`src/design/assert_macros.svh`:
```
`ifndef ASSERT_MACROS_SVH
`define ASSERT_MACROS_SVH

// Concurrent assertion helpers, clocked on the rising edge and held off while reset is low.
`ifndef ASSERT_OFF
`define ASSERT_AR(lbl, clk, rstn, prop, msg) \
  lbl: assert property (@(posedge clk) disable iff (!(rstn)) (prop)) else $error(msg);
`define ASSERT_NEVER(lbl, clk, rstn, expr, msg) \
  `ASSERT_AR(lbl, clk, rstn, !(expr), msg)
`else
`define ASSERT_AR(lbl, clk, rstn, prop, msg)
`define ASSERT_NEVER(lbl, clk, rstn, expr, msg)
`endif

`endif

```
`src/design/rapq_pkg.sv`:
```
package rapq_pkg;

  localparam int OP_W      = 2;
  localparam int IDX_W     = 11;
  localparam int AMT_W     = 32;
  localparam int WORD_W    = 64;
  localparam int S_TDATA_W = 72;
  localparam int M_TDATA_W = 64;

  localparam int DEFAULT_DEPTH = 1024;

  typedef enum logic [OP_W-1:0] {
    OP_ADD  = 2'd0,
    OP_SUB  = 2'd1,
    OP_READ = 2'd2
  } op_e;

  // Commands from the controller to the datapath.
  typedef struct packed {
    logic clr_wr;    // write zero at the sweep address
    logic load;      // capture a new request
    logic upd_rd;    // read one word of an update range
    logic pt_rd;     // read the word of a point query
    logic out_load;  // move read data into the output register
  } cmd_t;

  // Status from the datapath to the controller.
  typedef struct packed {
    logic upd_empty; // clamped range of the offered request is empty
    logic at_end;    // sweep address sits on the last word of the range
    logic clr_done;  // sweep address sits on the last word of the store
  } sts_t;

  function automatic int addr_w(input int depth);
    return (depth > 1) ? $clog2(depth) : 1;
  endfunction

endpackage

```
`src/design/rapq_ctrl.sv`:
```
module rapq_ctrl (
  input  logic           clk_i,
  input  logic           rst_ni,
  input  logic           in_valid_i,
  output logic           in_ready_o,
  input  rapq_pkg::op_e  op_i,
  output logic           out_valid_o,
  input  logic           out_ready_i,
  input  rapq_pkg::sts_t sts_i,
  output rapq_pkg::cmd_t cmd_o
);

  typedef enum logic [5:0] {
    ST_CLEAR  = 6'b000001,
    ST_IDLE   = 6'b000010,
    ST_UPD    = 6'b000100,
    ST_UPD_WB = 6'b001000,
    ST_RD     = 6'b010000,
    ST_RD_OUT = 6'b100000
  } state_e;

  state_e state_q, state_d;
  logic   out_vld_q, out_vld_d;

  always_comb begin
    state_d    = state_q;
    cmd_o      = '0;
    in_ready_o = 1'b0;
    unique case (state_q)
      ST_CLEAR: begin
        cmd_o.clr_wr = 1'b1;
        if (sts_i.clr_done) begin
          state_d = ST_IDLE;
        end
      end
      ST_IDLE: begin
        in_ready_o = 1'b1;
        if (in_valid_i) begin
          cmd_o.load = 1'b1;
          unique case (op_i) inside
            rapq_pkg::OP_ADD, rapq_pkg::OP_SUB: begin
              state_d = sts_i.upd_empty ? ST_IDLE : ST_UPD;
            end
            rapq_pkg::OP_READ: state_d = ST_RD;
            default:           state_d = ST_IDLE;
          endcase
        end
      end
      ST_UPD: begin
        cmd_o.upd_rd = 1'b1;
        if (sts_i.at_end) begin
          state_d = ST_UPD_WB;
        end
      end
      ST_UPD_WB: state_d = ST_IDLE;
      ST_RD: begin
        cmd_o.pt_rd = 1'b1;
        state_d     = ST_RD_OUT;
      end
      ST_RD_OUT: begin
        if (!out_vld_q || out_ready_i) begin
          cmd_o.out_load = 1'b1;
          state_d        = ST_IDLE;
        end
      end
      default: state_d = ST_IDLE;
    endcase
  end

  always_comb begin
    out_vld_d = out_vld_q;
    if (cmd_o.out_load) begin
      out_vld_d = 1'b1;
    end else if (out_ready_i) begin
      out_vld_d = 1'b0;
    end
  end

  always_ff @(posedge clk_i or negedge rst_ni) begin
    if (!rst_ni) begin
      state_q   <= ST_CLEAR;
      out_vld_q <= 1'b0;
    end else begin
      state_q   <= state_d;
      out_vld_q <= out_vld_d;
    end
  end

  assign out_valid_o = out_vld_q;

endmodule

```
`config.mk`:
```
export PLATFORM = sky130hd
export DESIGN_NAME = rapq_ctrl
export DESIGN_NICKNAME = d
export VERILOG_FILES = /design/src/design/assert_macros.svh /design/src/design/rapq_pkg.sv /design/src/design/rapq_ctrl.sv
export SDC_FILE = /design/constraint.sdc
export NUM_CORES = 1
export LEC_CHECK = 0
export ABC_AREA = 1
export BUFFER_PORTS_ARGS = -buffer_cell sky130_fd_sc_hd__buf_2
export CORE_AREA = 3 3 40 42
export DETAILED_ROUTE_END_ITERATION = 8
export DIE_AREA = 0 0 43 45
export PLACE_DENSITY = 0.56
export SYNTH_ARGS = -nofsm -noshare
export SYNTH_HDL_FRONTEND = slang
export SYNTH_SLANG_ARGS = --single-unit
```
`constraint.sdc`:
```
create_clock -name clk_i -period 1.1 [get_ports clk_i]
set_clock_uncertainty 0.1 [all_clocks]
set_input_delay 0.22 -clock clk_i [delete_from_list [all_inputs] [get_ports clk_i]]
set_output_delay 0.22 -clock clk_i [all_outputs]
set_load 0.005 [all_outputs]
```
Word-level counts from Yosys, hierarchy flattened:

Cells that the tools add are included.
W data, S select, Z words.

* output and inout bits: 7
* flip-flop bits (word level): 7
* input port bits: 9
* logic and storage cells: 36

* reduce and logical (&&, ||, !) cells: 6
* muxes and demuxes: 17
* equality and inequality tests: 11

Operator list (number)
* $pmux W6 S5: 1
* $mux W6: 4
* $mux W1: 10
* $pmux W5 S2: 1
* $ne A2 B2 Y1 const B: 4
* $eq A6 B1 Y1 const B: 1
* $eq A6 B2 Y1 const B: 1
* $eq A6 B3 Y1 const B: 1
* $eq A6 B5 Y1 const B: 1
* $eq A6 B6 Y1 const B: 1
* $reduce_and A4 Y1: 1
* $mux W3: 1
* $eq A2 B1 Y1 const B: 1
* $eq A2 B2 Y1 const B: 1
* $logic_not A2 Y1: 1
* $reduce_bool A2 Y1: 1
* $reduce_or A2 Y1: 1
* $logic_not A1 Y1: 1
* $logic_or A1 B1 Y1: 1

Depth between registers and ports, before layout:

* word-level depth: 5
* mapped depth: 7
* depth with buffers taken out: 7

Least setup slack after synthesis:

Ideal clock, no wire load.

* kind: reg-to-reg
* from: reg state_q[0]
* to: reg state_q[1]
* arrival: 1006 ps
* clock period less this slack: 1226 ps
* path slack: -126 ps
* cell stages (with the launch flop): 8
* setup time: 120 ps
* buffers on the path: 0
* data required time: 880 ps
* cells stage by stage: dfstp_2 > inv_1 > nor2_1 > nand4_1 > nand2_2 > nor2_2 > nand2_1 > nand2_1

* word-level cells in the longest chain between the ends: 3
* elaborated cells between the ends (all ways): 11
* those cells by class: 9 x eq/ne; 1 x mux; 1 x reduce/logical

Ends and longest elaborated chain
* from (decl): line rapq_ctrl.sv:22 `state_e state_q, state_d;`
* from (signal assigned): line rapq_ctrl.sv:84 `state_q <= state_d;`
* $eq A6 B6 Y1, or another cell as far along: line rapq_ctrl.sv:29 `unique case (state_q)`
* $ne A2 B2 Y1 (no line)
* $reduce_and A4 Y1 (no line)

Parallel ways exist; a longest one is shown, timed or not.
A chain may end at the register's enable or synchronous reset.

==> impl_metrics.csv <==
group,metric,value,unit
yosys,netlist.area_leader.share,34.2,%
yosys,synth_area_leader_cell,"dfrtp_1",
floorplanning,io_pins,16,
routing,drc_errors,0,
power,p_total,1.14,mW
worst_hold_path,hold_start,"out_ready_i",
finish,layout_commonest_cell,"buf_2",
clock_network,cts.sinks,7,
yosys,muxShareOfSynthArea,0,%
finish,instances_no_fill,97,
sta,rsz0062_at_grt,"true",
critical_path,cp_slowest_cell,"dfrtp_2",
clock_network,cts_htree_levels,1,
routing,viasPerCell,4.70,
finish,fin_nets,92,
job,drv_cap,0,
routing,wirelength,934,um
power,peakVddDrop,0.000765,V
clock_network,cts_root_buf,"clkbuf_4",
clock_network,insertion_delay,0.26,ns
power,leakagePower,0.372,nW
finish,post-route-util,47.4,%
finish,finish.instance_area,609,sq um
yosys,netlist_area,439,sq um
run_status,status,"finished with violations",
global_route,grt_overflow_total,0,
global_route,grt_max_degree,8,
critical_path,cp_cell_sequence,"nor2_4 -> nand3_1 -> inv_1 -> buf_2",
yosys,synth_seq_area_share,40.2,%
global_route,antenna_found_initial,0,
finish,n_antenna_cell,0,
finish,area_delta_synth_final,38.7,%
floorplanning,rows,13,
critical_path,startpoint_type,"flop",
yosys,ys_types,19,
placement,dp.cells,90,
yosys,synth_top_family_by_area,"simple AND/OR/NAND/NOR gates",
critical_path,r2r_start,"state_q[4]",
sta,period_minus_slack,1.54,ns
sta,hold_viol,0,
global_route,grt_pass1_wl,1690,um
sta,worst_slack,-0.438,ns
worst_hold_path,min_path_type,"primary input to flop",
floorplanning,core,0.00128,sq mm
critical_path,critPathCaptureType,"output port",
finish,fillers,144,
placement,pre_cts_ws,-0.181,ns
yosys,synth_compound_area_share,2.28,%
yosys,syn_area_per_cell,7.57,sq um
floorplanning,initial_core_util,34.2,%
sta,finalSetupViolations,11,
critical_path,critPathMaxFanout,6,
sta,max_slew.worst_pin.slew,0.218,ns
sta,post-route-period-util,140,%
yosys,ys_top_cells_by_area,"dfrtp_1 (34%), inv_1 (10%), nand4_1 (7.1%)",
global_route,grt_pass1_vias,440,
finish,layout-drive-gt1-share,48.8,%
run_status,failed_checks,"negative setup slack",
placement,placed_area,548,sq um
sta,maxSlewHeadroom,85.5,%
yosys,synth_xor_xnor_area_share,0,%
routing,ant_nets,0,
routing,drtIter0Drc,4,
global_route,grt_usage,12.1,%
floorplanning,fp.dieH,45,um
placement,dp_hpwl,741,um
sta,drv_slew,0,
yosys,synth_fp_nets,67,
floorplanning,dieWidth,43,um
power,p_per_area,1870,mW/mm^2
finish,most-common-layout-cells,"buf_2 (15), inv_1 (11), nand2_1 (7), nor2_2 (6)",
routing,firstDrtPassIters,4,
yosys,ys_seq_elements,7,
clock_network,tritoncts,"built",
critical_path,startpoint,"state_q[4]",
routing,vias,456,
critical_path,worstSetupPathType,"flop to output port",
placement,io_buffers,15,
clock_network,clock_path_buffers,2,
yosys,synth-simple-area-share,44.7,%
clock_network,path_clk_slew,0.05,ns
critical_path,max_stage_delay,0.43,ns
floorplanning,dieArea,0.00194,sq mm
clock_network,cts_made_buffers,3,
yosys,yosys_warnings,0,
critical_path,worstPathRequired,0.78,ns
yosys,syn_inst,58,
sta,fmax,0.650,GHz
routing,wire_per_inst,9.63,um
placement,gp_congestion,0.768,
sta,fin_setup_tns,-3.22,ns
sta,whs,0.0808,ns
yosys,synth-adder-area-share,0,%
critical_path,arrival,1.22,ns
## state kept, by name, summed over array words and instances, names as in the netlist
register and flops:
out_valid_o 1, state_q 6
## synthesized netlist by cell type
| cell | n |
|---|---|
| nor2_2 | 4 |
| nand3_1 | 3 |
| inv_1 | 12 |
| a21oi_1 | 1 |
| nand3_2 | 1 |
| dfrtp_1 | 6 |
| or2_2 | 1 |
| clkinv_1 | 1 |
| nand2_2 | 2 |
| buf_4 | 1 |
| nor3_1 | 1 |
| o21ai_0 | 1 |
| nand2_1 | 7 |
| nor2_4 | 2 |
| nor2_1 | 7 |
| nand4_1 | 5 |
| nor3_2 | 1 |
| dfstp_2 | 1 |
| and3_1 | 1 |
## critical path, delay by kind of cell (launching register included)
| family | cells | cell delay [ns] |
|---|---|---|
| flops | 1 | 0.43 |
| simple gates | 2 | 0.35 |
| buf+inv | 2 | 0.18 |
## power breakdown
part	switching [mW]	internal, mW
clock network	0.0995	0.139
logic	0.299	0.245
registers	0.0486	0.307
## cell families (layout without fill, tap and decap cells)
group | Yosys count | in the layout
and+or+nand+nor | 35 | 35
buffers and inverters | 14 | 38
DFF | 7 | 7
AOI/OAI and AO/OA | 2 | 2
## area by class of cell
| cell class | count | area (sq um) | area share (%) |
|---|---|---|---|
| Timing Repair Buffer | 21 | 123 | 20.1 |
| Sequential cell | 7 | 178 | 29.2 |
| Clock buffer | 4 | 26.3 | 4.31 |
| Inverter | 13 | 48.8 | 8.01 |
| Multi-Input combinational cell | 37 | 215 | 35.3 |
| Tap cell | 15 | 18.8 | 3.08 |
## layer usage
metal  routed length, um  up-vias  track usage (%)
met1                 387      205             13.0
met2                 443       16             20.1
met5                   0        -                0
li1                    -      230                -
met4                  43        0             10.8
met3                  60        5             2.39
## worst paths after layout
check / to / slack, ns / cells after the start
max: cmd_o[2] / -0.44 / 4
min reg2reg: out_valid_o / 0.45 / 2
min in group asynchronous: state_q[5] / 0.22 / 2
max reg2reg: state_q[2] / -0.27 / 7
max in group asynchronous: state_q[0] / 0.44 / 2
min: out_valid_o / 0.08 / 2
## repair_timing
action | 4_1_cts | 5_1_grt
pin swaps | 3 | 2
gates resized for setup | 1 | 4
gates cloned | 0 | 0
setup endpoints to repair | 10 | 12
hold endpoints to repair | 7 | 0
setup buffers | 2 | 0
hold buffers | 1 | 0
No activity file was read; power rests on OpenSTA's default activity.
